--- src/rtl/rc4_pkg.sv ---
package rc4_pkg;

  // Permutation table geometry (fixed by the cipher)
  localparam int unsigned PERM_DEPTH = 256;
  localparam int unsigned PERM_AW    = 8;

  // Key store
  localparam int unsigned MAX_KEY_BYTES = 256;
  localparam int unsigned KEY_AW = (MAX_KEY_BYTES > 1) ? $clog2(MAX_KEY_BYTES) : 1;
  localparam int unsigned LEN_W  = 9;
  localparam logic [LEN_W-1:0] KEY_LEN_RESET = LEN_W'(16);

  // Request kinds
  localparam logic [1:0] KIND_LOAD  = 2'd0;
  localparam logic [1:0] KIND_SCHED = 2'd1;
  localparam logic [1:0] KIND_DATA  = 2'd2;

  // Result kinds
  localparam logic RES_DATA = 1'b0;
  localparam logic RES_DONE = 1'b1;

  // Datapath commands, one per controller step
  typedef enum logic [3:0] {
    CMD_NONE,
    CMD_FILL,
    CMD_KSA_RD,
    CMD_KSA_J,
    CMD_KSA_WK,
    CMD_KSA_WJ,
    CMD_DAT_RD,
    CMD_DAT_J,
    CMD_DAT_WI,
    CMD_DAT_WJ,
    CMD_DAT_KS,
    CMD_EMIT_DATA,
    CMD_EMIT_DONE
  } cmd_e;

  typedef struct packed {
    logic k_last;    // schedule counter at its last entry
    logic out_free;  // output register can take a result this cycle
  } status_t;

endpackage

--- src/rtl/rc4_in_if.sv ---
interface rc4_in_if;
  logic       valid;
  logic       ready;
  logic [1:0] kind;
  logic [7:0] key_index;
  logic [7:0] key_byte;
  logic [7:0] data_byte;

  modport source (output valid, output kind, output key_index, output key_byte,
                  output data_byte, input ready);
  modport sink   (input valid, input kind, input key_index, input key_byte,
                  input data_byte, output ready);
endinterface

--- src/rtl/rc4_out_if.sv ---
interface rc4_out_if;
  logic       valid;
  logic       ready;
  logic       result_kind;
  logic [7:0] out_byte;

  modport source (output valid, output result_kind, output out_byte, input ready);
  modport sink   (input valid, input result_kind, input out_byte, output ready);
endinterface

--- src/rtl/rc4_ram.sv ---
module rc4_ram #(
  parameter int unsigned WIDTH = 8,
  parameter int unsigned DEPTH = 256,
  localparam int unsigned Aw = (DEPTH > 1) ? $clog2(DEPTH) : 1
) (
  input  logic             clk_i,
  input  logic             we_i,
  input  logic [Aw-1:0]    waddr_i,
  input  logic [WIDTH-1:0] wdata_i,
  input  logic             re_i,
  input  logic [Aw-1:0]    raddr_i,
  output logic [WIDTH-1:0] rdata_o
);

  logic [WIDTH-1:0] mem_q [DEPTH];
  logic [WIDTH-1:0] rdata_q;

  always_ff @(posedge clk_i) begin
    if (we_i) begin
      mem_q[waddr_i] <= wdata_i;
    end
    // read data holds until the next read
    if (re_i) begin
      rdata_q <= mem_q[raddr_i];
    end
  end

  assign rdata_o = rdata_q;

endmodule

--- src/rtl/rc4_ctrl.sv ---
module rc4_ctrl (
  input  logic             clk_i,
  input  logic             rst_ni,
  input  logic             accept_i,
  input  logic [1:0]       kind_i,
  input  rc4_pkg::status_t status_i,
  output logic             ready_o,
  output rc4_pkg::cmd_e    cmd_o
);
  import rc4_pkg::*;

  typedef enum logic [3:0] {
    ST_IDLE,
    ST_FILL,
    ST_KSA_RD,
    ST_KSA_J,
    ST_KSA_WK,
    ST_KSA_WJ,
    ST_DAT_RD,
    ST_DAT_J,
    ST_DAT_WI,
    ST_DAT_WJ,
    ST_DAT_KS,
    ST_WAIT,
    ST_EMIT
  } state_e;

  state_e state_q;
  cmd_e   cmd_q;
  logic   ready_q;
  logic   sched_q;  // current request is a key schedule

  always_ff @(posedge clk_i or negedge rst_ni) begin
    if (!rst_ni) begin
      state_q <= ST_IDLE;
      cmd_q   <= CMD_NONE;
      ready_q <= 1'b1;
      sched_q <= 1'b0;
    end else begin
      unique case (state_q)
        ST_IDLE: begin
          if (accept_i && (kind_i == KIND_SCHED)) begin
            state_q <= ST_FILL;
            cmd_q   <= CMD_FILL;
            ready_q <= 1'b0;
            sched_q <= 1'b1;
          end else if (accept_i && (kind_i == KIND_DATA)) begin
            state_q <= ST_DAT_RD;
            cmd_q   <= CMD_DAT_RD;
            ready_q <= 1'b0;
            sched_q <= 1'b0;
          end
        end
        ST_FILL: begin
          if (status_i.k_last) begin
            state_q <= ST_KSA_RD;
            cmd_q   <= CMD_KSA_RD;
          end
        end
        ST_KSA_RD: begin
          state_q <= ST_KSA_J;
          cmd_q   <= CMD_KSA_J;
        end
        ST_KSA_J: begin
          state_q <= ST_KSA_WK;
          cmd_q   <= CMD_KSA_WK;
        end
        ST_KSA_WK: begin
          state_q <= ST_KSA_WJ;
          cmd_q   <= CMD_KSA_WJ;
        end
        ST_KSA_WJ: begin
          if (status_i.k_last) begin
            state_q <= ST_WAIT;
            cmd_q   <= CMD_NONE;
          end else begin
            state_q <= ST_KSA_RD;
            cmd_q   <= CMD_KSA_RD;
          end
        end
        ST_DAT_RD: begin
          state_q <= ST_DAT_J;
          cmd_q   <= CMD_DAT_J;
        end
        ST_DAT_J: begin
          state_q <= ST_DAT_WI;
          cmd_q   <= CMD_DAT_WI;
        end
        ST_DAT_WI: begin
          state_q <= ST_DAT_WJ;
          cmd_q   <= CMD_DAT_WJ;
        end
        ST_DAT_WJ: begin
          state_q <= ST_DAT_KS;
          cmd_q   <= CMD_DAT_KS;
        end
        ST_DAT_KS: begin
          state_q <= ST_WAIT;
          cmd_q   <= CMD_NONE;
        end
        ST_WAIT: begin
          // output register is only ever filled from here, so free stays free
          if (status_i.out_free) begin
            state_q <= ST_EMIT;
            cmd_q   <= sched_q ? CMD_EMIT_DONE : CMD_EMIT_DATA;
          end
        end
        ST_EMIT: begin
          state_q <= ST_IDLE;
          cmd_q   <= CMD_NONE;
          ready_q <= 1'b1;
        end
        default: begin
          state_q <= ST_IDLE;
          cmd_q   <= CMD_NONE;
          ready_q <= 1'b1;
        end
      endcase
    end
  end

  assign ready_o = ready_q;
  assign cmd_o   = cmd_q;

`ifndef NO_ASSERTIONS
  a_ready_only_idle: assert property (@(posedge clk_i) disable iff (!rst_ni)
    ready_q |-> (state_q == ST_IDLE))
    else $error("ready raised outside idle");

  a_emit_after_wait: assert property (@(posedge clk_i) disable iff (!rst_ni)
    (state_q == ST_EMIT) |-> ($past(state_q) == ST_WAIT))
    else $error("emit not preceded by wait");
`endif

endmodule

--- src/rtl/rc4_dp.sv ---
module rc4_dp (
  input  logic                       clk_i,
  input  logic                       rst_ni,
  input  logic                       accept_i,
  input  logic [1:0]                 kind_i,
  input  logic [7:0]                 key_index_i,
  input  logic [7:0]                 key_byte_i,
  input  logic [7:0]                 data_byte_i,
  input  logic                       cfg_we_i,
  input  logic [rc4_pkg::LEN_W-1:0]  cfg_wdata_i,
  input  rc4_pkg::cmd_e              cmd_i,
  input  logic                       out_ready_i,
  output rc4_pkg::status_t           status_o,
  output logic                       out_valid_o,
  output logic                       result_kind_o,
  output logic [7:0]                 out_byte_o
);
  import rc4_pkg::*;

  logic [PERM_AW-1:0] i_q, i_d, j_q, j_d, k_q, k_d;
  logic [KEY_AW-1:0]  kpos_q, kpos_d, kpos_nxt;
  logic [LEN_W-1:0]   key_length_q, eff_len, kpos_inc;
  logic [7:0]         si_q, si_d, sj_q, sj_d, data_q;
  logic               out_valid_q, out_valid_d, result_kind_q;
  logic [7:0]         out_byte_q;
  logic               load_out;

  logic               p_we, p_re;
  logic [PERM_AW-1:0] p_waddr, p_raddr;
  logic [7:0]         p_wdata, p_rdata;
  logic               k_we, k_re;
  logic [KEY_AW-1:0]  k_waddr, k_raddr;
  logic [7:0]         k_rdata;
  logic               start_sched;

  rc4_ram #(.WIDTH(8), .DEPTH(PERM_DEPTH)) u_perm_ram (
    .clk_i   (clk_i),
    .we_i    (p_we),
    .waddr_i (p_waddr),
    .wdata_i (p_wdata),
    .re_i    (p_re),
    .raddr_i (p_raddr),
    .rdata_o (p_rdata)
  );

  rc4_ram #(.WIDTH(8), .DEPTH(MAX_KEY_BYTES)) u_key_ram (
    .clk_i   (clk_i),
    .we_i    (k_we),
    .waddr_i (k_waddr),
    .wdata_i (key_byte_i),
    .re_i    (k_re),
    .raddr_i (k_raddr),
    .rdata_o (k_rdata)
  );

  // zero length acts as one, oversize saturates
  always_comb begin
    if (key_length_q == '0) begin
      eff_len = LEN_W'(1);
    end else if (key_length_q > LEN_W'(MAX_KEY_BYTES)) begin
      eff_len = LEN_W'(MAX_KEY_BYTES);
    end else begin
      eff_len = key_length_q;
    end
  end

  assign kpos_inc = LEN_W'(kpos_q) + LEN_W'(1);
  assign kpos_nxt = (kpos_inc >= eff_len) ? '0 : kpos_inc[KEY_AW-1:0];

  assign k_we    = accept_i && (kind_i == KIND_LOAD)
                   && (LEN_W'(key_index_i) < LEN_W'(MAX_KEY_BYTES));
  assign k_waddr = key_index_i[KEY_AW-1:0];
  assign start_sched = accept_i && (kind_i == KIND_SCHED);

  always_comb begin
    i_d      = i_q;
    j_d      = j_q;
    k_d      = k_q;
    kpos_d   = kpos_q;
    si_d     = si_q;
    sj_d     = sj_q;
    p_we     = 1'b0;
    p_waddr  = k_q;
    p_wdata  = k_q;
    p_re     = 1'b0;
    p_raddr  = k_q;
    k_re     = 1'b0;
    k_raddr  = kpos_q;
    load_out = 1'b0;
    unique case (cmd_i)
      CMD_NONE: ;
      CMD_FILL: begin
        p_we = 1'b1;
        k_d  = k_q + 1'b1;
      end
      CMD_KSA_RD: begin
        p_re = 1'b1;
        k_re = 1'b1;
      end
      CMD_KSA_J: begin
        j_d     = j_q + p_rdata + k_rdata;
        si_d    = p_rdata;
        p_re    = 1'b1;
        p_raddr = j_d;
      end
      CMD_KSA_WK: begin
        sj_d    = p_rdata;
        p_we    = 1'b1;
        p_wdata = p_rdata;
      end
      CMD_KSA_WJ: begin
        p_we    = 1'b1;
        p_waddr = j_q;
        p_wdata = si_q;
        k_d     = k_q + 1'b1;
        kpos_d  = kpos_nxt;
      end
      CMD_DAT_RD: begin
        i_d     = i_q + 1'b1;
        p_re    = 1'b1;
        p_raddr = i_d;
      end
      CMD_DAT_J: begin
        si_d    = p_rdata;
        j_d     = j_q + p_rdata;
        p_re    = 1'b1;
        p_raddr = j_d;
      end
      CMD_DAT_WI: begin
        sj_d    = p_rdata;
        p_we    = 1'b1;
        p_waddr = i_q;
        p_wdata = p_rdata;
      end
      CMD_DAT_WJ: begin
        p_we    = 1'b1;
        p_waddr = j_q;
        p_wdata = si_q;
      end
      CMD_DAT_KS: begin
        p_re    = 1'b1;
        p_raddr = si_q + sj_q;
      end
      CMD_EMIT_DATA: load_out = 1'b1;
      CMD_EMIT_DONE: begin
        load_out = 1'b1;
        j_d      = '0;  // schedule borrowed j, stream starts from zero
      end
      default: ;
    endcase
    if (start_sched) begin
      i_d    = '0;
      j_d    = '0;
      k_d    = '0;
      kpos_d = '0;
    end
  end

  always_comb begin
    out_valid_d = out_valid_q;
    if (out_valid_q && out_ready_i) begin
      out_valid_d = 1'b0;
    end
    if (load_out) begin
      out_valid_d = 1'b1;
    end
  end

  always_ff @(posedge clk_i or negedge rst_ni) begin
    if (!rst_ni) begin
      i_q          <= '0;
      j_q          <= '0;
      k_q          <= '0;
      kpos_q       <= '0;
      key_length_q <= KEY_LEN_RESET;
      out_valid_q  <= 1'b0;
    end else begin
      i_q         <= i_d;
      j_q         <= j_d;
      k_q         <= k_d;
      kpos_q      <= kpos_d;
      out_valid_q <= out_valid_d;
      if (cfg_we_i) begin
        key_length_q <= cfg_wdata_i;
      end
    end
  end

  always_ff @(posedge clk_i) begin
    si_q <= si_d;
    sj_q <= sj_d;
    if (accept_i && (kind_i == KIND_DATA)) begin
      data_q <= data_byte_i;
    end
    if (load_out) begin
      result_kind_q <= (cmd_i == CMD_EMIT_DONE) ? RES_DONE : RES_DATA;
      out_byte_q    <= (cmd_i == CMD_EMIT_DONE) ? 8'h00 : (data_q ^ p_rdata);
    end
  end

  assign status_o.k_last   = (k_q == '1);
  assign status_o.out_free = !out_valid_q || out_ready_i;
  assign out_valid_o       = out_valid_q;
  assign result_kind_o     = result_kind_q;
  assign out_byte_o        = out_byte_q;

`ifndef NO_ASSERTIONS
  a_no_overwrite: assert property (@(posedge clk_i) disable iff (!rst_ni)
    load_out |-> !out_valid_q)
    else $error("result register overwritten");

  a_perm_one_access: assert property (@(posedge clk_i) disable iff (!rst_ni)
    !(p_we && p_re))
    else $error("permutation read and write in one cycle");

  a_kpos_in_range: assert property (@(posedge clk_i) disable iff (!rst_ni)
    (cmd_i == CMD_KSA_RD) |-> (LEN_W'(kpos_q) < eff_len))
    else $error("key position beyond key length");
`endif

endmodule

--- src/rtl/rc4_stream_cipher.sv ---
// Channel   Dir  Handshake          Payload
// in_i      in   valid/ready        kind, key_index, key_byte, data_byte
// out_o     out  valid/ready        result_kind, out_byte
// cfg       in   cfg_we_i only      cfg_wdata_i = key_length (9 bits)
//
// Key load: written when accepted, no result. Data byte: read, index update + read,
//   two write-backs, keystream read, wait, emit; serialised by the dependent reads
//   and swap on one RAM port, with ready low until the emit. Schedule: 256 identity
//   writes, 4 steps per key entry (read, update + read, 2 write-backs), wait, emit.
// Reset clears i, j, k, kpos, key_length (to 16) and the result valid flag, not the RAMs.
// A held result stalls the next data byte or schedule in its wait step.
module rc4_stream_cipher (
  input  logic                      clk_i,
  input  logic                      rst_ni,
  rc4_in_if.sink                    in_i,
  rc4_out_if.source                 out_o,
  input  logic                      cfg_we_i,
  input  logic [rc4_pkg::LEN_W-1:0] cfg_wdata_i
);
  import rc4_pkg::*;

  logic    accept;
  logic    ready;
  cmd_e    cmd;
  status_t status;

  // a request moves when both sides agree
  assign accept   = in_i.valid && ready;
  assign in_i.ready = ready;

  // sequencer: walks fill, key pass and per-byte steps
  rc4_ctrl u_ctrl (
    .clk_i    (clk_i),
    .rst_ni   (rst_ni),
    .accept_i (accept),
    .kind_i   (in_i.kind),
    .status_i (status),
    .ready_o  (ready),
    .cmd_o    (cmd)
  );

  // tables, indexes, key length register and the result register
  rc4_dp u_dp (
    .clk_i         (clk_i),
    .rst_ni        (rst_ni),
    .accept_i      (accept),
    .kind_i        (in_i.kind),
    .key_index_i   (in_i.key_index),
    .key_byte_i    (in_i.key_byte),
    .data_byte_i   (in_i.data_byte),
    .cfg_we_i      (cfg_we_i),
    .cfg_wdata_i   (cfg_wdata_i),
    .cmd_i         (cmd),
    .out_ready_i   (out_o.ready),
    .status_o      (status),
    .out_valid_o   (out_o.valid),
    .result_kind_o (out_o.result_kind),
    .out_byte_o    (out_o.out_byte)
  );

endmodule
--- src/flat_wrapper.sv ---
// flat-port wrapper written by rule: the top's interface ports become plain ports
module rc4_stream_cipher_flat import rc4_pkg::*;
  (clk_i, rst_ni, cfg_we_i, cfg_wdata_i, in_i_valid, in_i_kind, in_i_key_index, in_i_key_byte, in_i_data_byte, in_i_ready, out_o_valid, out_o_result_kind, out_o_out_byte, out_o_ready);
  rc4_in_if in_i_i ();
  rc4_out_if out_o_i ();
  input  logic clk_i;
  input  logic rst_ni;
  input  logic cfg_we_i;
  input  logic [rc4_pkg::LEN_W-1:0] cfg_wdata_i;
  input wire logic [$bits(in_i_i.valid)-1:0] in_i_valid;
  input wire logic [$bits(in_i_i.kind)-1:0] in_i_kind;
  input wire logic [$bits(in_i_i.key_index)-1:0] in_i_key_index;
  input wire logic [$bits(in_i_i.key_byte)-1:0] in_i_key_byte;
  input wire logic [$bits(in_i_i.data_byte)-1:0] in_i_data_byte;
  output wire logic [$bits(in_i_i.ready)-1:0] in_i_ready;
  output wire logic [$bits(out_o_i.valid)-1:0] out_o_valid;
  output wire logic [$bits(out_o_i.result_kind)-1:0] out_o_result_kind;
  output wire logic [$bits(out_o_i.out_byte)-1:0] out_o_out_byte;
  input wire logic [$bits(out_o_i.ready)-1:0] out_o_ready;
  assign in_i_i.valid = in_i_valid;
  assign in_i_i.kind = in_i_kind;
  assign in_i_i.key_index = in_i_key_index;
  assign in_i_i.key_byte = in_i_key_byte;
  assign in_i_i.data_byte = in_i_data_byte;
  assign in_i_ready = in_i_i.ready;
  assign out_o_valid = out_o_i.valid;
  assign out_o_result_kind = out_o_i.result_kind;
  assign out_o_out_byte = out_o_i.out_byte;
  assign out_o_i.ready = out_o_ready;
  rc4_stream_cipher u_core (.clk_i(clk_i), .rst_ni(rst_ni), .in_i(in_i_i), .out_o(out_o_i), .cfg_we_i(cfg_we_i), .cfg_wdata_i(cfg_wdata_i));
endmodule
--- config.mk ---
export PLATFORM = sky130hd
export DESIGN_NAME = rc4_stream_cipher_flat
export DESIGN_NICKNAME = d
export VERILOG_FILES = /design/src/rtl/rc4_pkg.sv /design/src/rtl/rc4_in_if.sv /design/src/rtl/rc4_out_if.sv /design/src/rtl/rc4_ram.sv /design/src/rtl/rc4_ctrl.sv /design/src/rtl/rc4_dp.sv /design/src/rtl/rc4_stream_cipher.sv /design/src/flat_wrapper.sv
export SDC_FILE = /design/constraint.sdc
export NUM_CORES = 2
export LEC_CHECK = 0
export BUFFER_PORTS_ARGS = -buffer_cell sky130_fd_sc_hd__buf_2
export CORE_UTILIZATION = 50
export CTS_CLUSTER_DIAMETER = 30
export DETAILED_ROUTE_END_ITERATION = 8
export GPL_ROUTABILITY_DRIVEN = 0
export PLACE_DENSITY = 0.65
export REMOVE_ABC_BUFFERS = 1
export SYNTH_ARGS = -nofsm -noshare
export SYNTH_HDL_FRONTEND = slang
export SYNTH_HIERARCHICAL = 1
export SYNTH_SLANG_ARGS = --single-unit
--- constraint.sdc ---
create_clock -name clk_i -period 13.75 [get_ports clk_i]
set_input_delay 2.75 -clock clk_i [delete_from_list [all_inputs] [get_ports clk_i]]
set_output_delay 2.75 -clock clk_i [all_outputs]
set_load 0.02 [all_outputs]
Word level (Yosys, flattened, before mapping)
Memories as Yosys holds them, arrays and structs flattened. A register that Yosys moved wholly into a read port is not among the register bits.
Cells that the tools add are included.
{"block": "word_totals", "ff_bits": 85, "word_cells": 122, "out_inout_bits": 11, "n_memories": 2, "mem_bits_rw": 4096, "input_bits": 40}
{"block": "classes", "eq_ne": 29, "n_reduce_logical": 27, "n_addsub": 6, "order_cmp": 2, "n_mux": 39, "n_bitwise": 2}
{"name": "u_core.u_dp.u_key_ram.mem_q", "depth": 256, "width": 8, "read_ports": 1, "rd_clocked_by_memory_dff": 1, "wr": 1, "line_no": "rc4_ram.sv:15", "source": "logic [WIDTH-1:0] mem_q [DEPTH];"}
{"name": "u_core.u_dp.u_perm_ram.mem_q", "depth": 256, "width": 8, "read_ports": 1, "rd_clocked_by_memory_dff": 1, "wr": 1, "line_no": "rc4_ram.sv:15"}
{"operator": "8-bit two-way mux", "n": 8}
{"operator": "4-bit case mux with 12 select lines", "n": 1}
{"operator": "4-bit case mux with 11 select lines", "n": 1}
{"operator": "4-bit == test, second input constant", "n": 9}
{"operator": "4-bit by 3-bit == test with 1-bit output, second input constant", "n": 8}
{"operator": "8-bit case mux with 2 select lines", "n": 2}
{"operator": "8-bit case mux with 4 select lines", "n": 1}
{"operator": "8-bit adder", "n": 3}
{"operator": "4-bit two-way mux", "n": 6}
{"operator": "8-bit case mux with 3 select lines", "n": 1}
{"operator": "9-bit two-way mux", "n": 2}
{"operator": "8-bit by 1-bit adder with 8-bit output, second input constant", "n": 2}
{"operator": "4-bit by 2-bit == test with 1-bit output, second input constant", "n": 4}
{"operator": "1-bit two-way mux", "n": 14}
{"operator": "11-bit OR reduction", "n": 1}
{"operator": "2-bit nonzero test", "n": 5}
{"operator": "2-bit OR reduction", "n": 5}
{"operator": "5-bit OR reduction", "n": 2}
{"operator": "8-bit by 1-bit adder with 9-bit output, second input constant", "n": 1}
{"operator": "9-bit >= comparator", "n": 1}
{"operator": "9-bit greater-than comparator, second input constant", "n": 1}
{"operator": "9-bit logical NOT", "n": 1}
{"operator": "4-bit by 1-bit == test with 1-bit output, second input constant", "n": 2}
{"operator": "8-bit == test, second input constant", "n": 1}
{"operator": "17 further kinds", "n": 23}

Depth between registers and ports, before layout
{"block": "logic_depth", "word_depth": 7, "depth_mapped": 22}

Cells and area by module
The synthesis kept the hierarchy.
{"mod": "rc4_ram", "area_each_um2": 79636.4, "seq_area_each_um2": 61739.2, "n_inst": 2, "cells_per_inst": 3733}
{"mod": "rc4_dp", "area_each_um2": 5026.1, "seq_area_each_um2": 2043.2, "n_inst": 1, "cells_per_inst": 540}
{"mod": "rc4_ctrl", "area_each_um2": 670.6, "seq_area_each_um2": 251.5, "n_inst": 1, "cells_per_inst": 71}
{"mod": "rc4_stream_cipher", "area_each_um2": 6.3, "seq_area_each_um2": 0.0, "n_inst": 1, "cells_per_inst": 1}

Least setup slack after synthesis
Ideal clock, no wire load.
{"block": "synth_path", "kind": "register to register", "start": "register u_core.u_ctrl.cmd_q[2], in the netlist u_core/u_ctrl/cmd_o[2]", "end": "memory u_core.u_dp.u_perm_ram.mem_q[0][5] (data pin)", "arrival_time_ns": 8.372, "setup_slack_ns": 3.798, "synth_period_minus_slack_ns": 9.952, "setup_ns": 1.579, "t_required_ns": 12.171, "stages_incl_launch_ff": 8, "cell_sequence": "dfrtp_1 > clkbuf_1 > nor2b_1 > nor2_1 > nor2_1 > clkbuf_1 > nor2_1 > a21oi_1"}
{"block": "synth_via", "elab_chain_cells": 3}
{"item": "start, declared", "line_no": "rc4_ctrl.sv:29", "source": "cmd_e cmd_q;"}
{"item": "start signal, assigned", "line_no": "rc4_ctrl.sv:105", "source": "cmd_q <= sched_q ? CMD_EMIT_DONE : CMD_EMIT_DATA;"}
{"item": "4-bit == test / 4-bit by 3-bit == test with 1-bit output (equally long branches)", "line_no": "rc4_dp.sv:90", "source": "unique case (cmd_i)"}
{"item": "2-bit OR reduction (no source line)"}
{"item": "8-bit case mux with 2 select lines (*)", "line_no": "rc4_dp.sv:90"}
{"item": "net u_core.u_dp.p_wdata[5]", "line_no": "rc4_dp.sv:30", "source": "logic [7:0] p_wdata, p_rdata;"}
{"item": "end, declared", "line_no": "rc4_ram.sv:15"}
The timed path passes the listed nets; every way through them passes the cells marked *.

Final worst setup path
{"block": "layout_path", "start": "register u_core.u_ctrl.cmd_q[0], in the netlist u_core/u_ctrl/cmd_o[0]", "end": "register u_core.u_dp.u_perm_ram.rdata_q[0], in the netlist u_core/u_dp/u_perm_ram/rdata_o[0] (read register of u_core.u_dp.u_perm_ram.mem_q) (data pin)"}
{"item": "4-bit == test (tied with other cells)", "line_no": "rc4_dp.sv:90"}
{"item": "8-bit case mux with 4 select lines (*)", "line_no": "rc4_dp.sv:90"}
{"item": "net u_core.u_dp.p_raddr[0]", "line_no": "rc4_dp.sv:29", "source": "logic [PERM_AW-1:0] p_waddr, p_raddr;"}
{"item": "end, declared", "line_no": "rc4_ram.sv:16", "source": "logic [WIDTH-1:0] rdata_q;"}
Marks and branches as above.
A chain may end at the register's enable or synchronous reset.

==> results.yml <==
floorplan:
  row_count: 210
  core_mm2: 0.328
  fp.dieArea_mm2: 0.332
  fp.dieH_um: 576
  pin_count: 51
  die_x_um: 576
  start_util: 0.504
synth:
  synth_area_mm2: 0.165
  ys_ff_latch: 4197
  yosys.area.top_type: "edfxtp_1"
  seq_area_frac_synth: 0.762
  synthCells: 8078
  synth_top_area_frac: 0.754
  synth_area_leaders: "edfxtp_1 (75%), mux4_2 (12%), mux2i_1 (1.7%), nor2_1 (1.4%), a22oi_1 (1.3%)"
  synthFlopType: "edfxtp_1"
  yosysMostFrequentCell: "edfxtp_1"
  synth_enable_flop_cells: 4145
  ys_types: 79
  yosys_warnings: 6
  synth_common_cells: "edfxtp_1 (4,145), mux4_2 (908), nor2_1 (628)"
  avgSynthCellArea_um2: 20.4
  async_flop_share: 0.0124
route:
  wl_per_cell_um: 30.8
  m1WireLength_mm: 159
  ant_nets: 0
  wl_met2_mm: 203
  drt-pass1-iter-count: 8
  remaining_drc_errors: 0
  wirelength_mm: 413
  num_vias: 84000
  drt_iter0_drc: 9380
  viasPerCell: 6.27
  wl_met3_mm: 33.3
  highest_layer: "met5"
cts:
  clock_latency_ps: 1050
  cts_tree: "done"
  numCtsBuffers: 667
  clockRootBuffer: "clkbuf_16"
  postCtsHoldBufs: 0
  cts_buffer_depth: 4
  cts_resized: 0
  postCtsSetupRepairBufs: 0
  cts.clk_slew.worst_paths_ps: 50
  cts_sinks: 4197
  cts_max_level: 6
setup_path:
  r2r-start: "u_core/u_ctrl/cmd_o[0]"
  crit_path_start_kind: "flip-flop"
  r2r-end: "u_core/u_dp/u_perm_ram/rdata_o[0]"
  critPathMaxStageDelay_ps: 1000
  crit_chain: "nand2_4 > nor2_1 > nand2_1 > nand3_4 > buf_4 > buf_12 > buf_4 > mux4_2 > o22a_1 > o21ai_0 > a2111oi_0 > buf_4 > nor3_1 > nor4_2"
  worstPathArrival_ps: 7970
  crit_required_ps: 14440
  endpoint_kind: "flip-flop"
  ff2ff_setup_slack_ps: 6470
  cp_common_cell: "buf_4"
  crit_type: "flip-flop to flip-flop"
  crit_fanout: 75
  slowest_stage: "nor3_1"
  rr_worst_depth: 14
flow_run:
  maxCapViolCount: 0
sta:
  slew_headroom: 0.0582
  finalHoldViolations: 0
  finalCriticalPeriod_ps: 7280
  setup_tns_ps: 0
  rsz0062_at_grt: "no"
  setup_viol: 0
  slew_violations: 0
  fin_skew_ps: 68.0
  max_slew.worst_pin.slew_ps: 1400
  fin_crit_sh: 0.529
  fmax_mhz: 137
place:
  numPortBuffers: 50
  dp_hpwl_mm: 247
global_routing:
  grt.overflow.total: 0
  track_usage: 0.247
  antenna_found_initial: 18
  grt_max_degree: 233
  grt_pass1_vias: 85300
  grt_pass1_wl_mm: 598
power_and_ir_drop:
  power_leakage_uw: 0.0602
  fin_total_pwr_uw: 47700
  ir_drop_v: 0.000413
  p_per_area_mw_per_mm2: 248
layout:
  reg_top3: "u_core/u_dp/u_key_ram/mem_q x2048, u_core/u_dp/u_perm_ram/mem_q x2048, u_core/u_dp/key_length_q x9"
  layout-drive-gt1-share: 0.256
  fin_util: 0.587
  layout.nets: 8542
  synthToLayoutAreaGrowth_pct: 16.6
hold_path:
  hold_start: "u_core/u_ctrl/ready_o"
  holdPathStages: 2
  holdPathEnd: "u_core/u_ctrl/ready_o"
  hp-class: "flip-flop to flip-flop"
outcome:
  status: "completed"
[worst max-delay path by stage]
stage,startpoint,to,slack [ps],cells past startpoint
4_1_cts,u_core/u_ctrl/cmd_o[0],u_core/u_dp/u_perm_ram/rdata_o[0],6590,14
3_5_place_dp,u_core/u_ctrl/cmd_o[0],u_core/u_dp/u_perm_ram/rdata_o[0],6580,14
3_3_place_gp,u_core/u_ctrl/cmd_o[0],u_core/u_dp/u_perm_ram/rdata_o[6],6630,12
6_report,u_core/u_ctrl/cmd_o[0],u_core/u_dp/u_perm_ram/rdata_o[0],6470,14
2_1_floorplan,u_core/u_ctrl/cmd_o[0],u_core/u_dp/u_perm_ram/rdata_o[0],-20510,10
5_1_grt,u_core/u_ctrl/cmd_o[0],u_core/u_dp/u_perm_ram/rdata_o[0],6220,14
[layer usage]
metal	vias to the layer above	GRT usage
li1	34800	-
met1	44400	0.331
met3	774	0.0446
met2	4087	0.400
met4	12	0.107
met5	-	0
[critical path: cells and delay by family (launching register included)]
family,cells,cell delay (ps)
AND/OR/NAND/NOR,6,2810
buffers and inverters,4,2050
flip-flops,1,900
multiplexers,1,600
AO/OA/AOI/OAI,3,470
[stage by stage]
stage | cell area [um^2] | instances | worst slack (ps) | hold WS [ps]
after floorplan | 162000 | 7590 | -20510 | 481
after global placement | 169000 | 12100 | 6630 | 504
after detailed placement | 169000 | 12100 | 6580 | 508
after CTS | 192000 | 13400 | 6590 | 516
after global routing | 192000 | 13400 | 6220 | 557
final | 192000 | 13400 | 6470 | 504
[report_power, final]
part           internal (uW)  total [uW]  switching [uW]
logic                   5640       15300            9610
registers              15400       15600             207
clock network          10700       16900            6160
[cell families (layout without fill, tap and decap cells)]
group | Yosys count | count (layout) | synth area share
simple gates | 1179 | 1179 | 0.0327
buf+inv | 502 | 1457 | 0.0186
compound gates | 914 | 914 | 0.0386
xor+xnor | 47 | 47 | 0.00250
fa+ha+maj | 36 | 36 | 0.00287
other cells | 0 | 26 | 0
flops | 4197 | 4197 | 0.762
mux | 1203 | 1203 | 0.142
[cell type report]
type	count	area (um^2)
clock inverters	501	5870
fillers	23000	135000
clock buffers	735	17100
repair buffers	207	1690
inverters	14	52.6
multi-input cells	3379	36400
flip-flops and latches	4197	126000
well taps	4346	5440
diodes	26	65.1
[cells in the final DEF, fill, tap and decap left out, drive strengths merged, types with 50 or more instances in the layout]
| master | n |
|---|---|
| nor2b | 72 |
| nor2 | 628 |
| o22ai | 57 |
| nand2 | 141 |
| nor4 | 59 |
| inv | 101 |
| buf | 199 |
| mux2i | 276 |
| a21oi | 234 |
| o221ai | 95 |
| o21ai | 61 |
| edfxtp | 4145 |
| a22oi | 280 |
| mux4 | 912 |
| nor3 | 58 |
| clkinv | 255 |
| clkinvlp | 75 |
| dfrtp | 50 |
| nand3 | 91 |
| bufinv | 84 |
| clkbuf | 743 |
No activity file was read; power rests on OpenSTA's default activity.
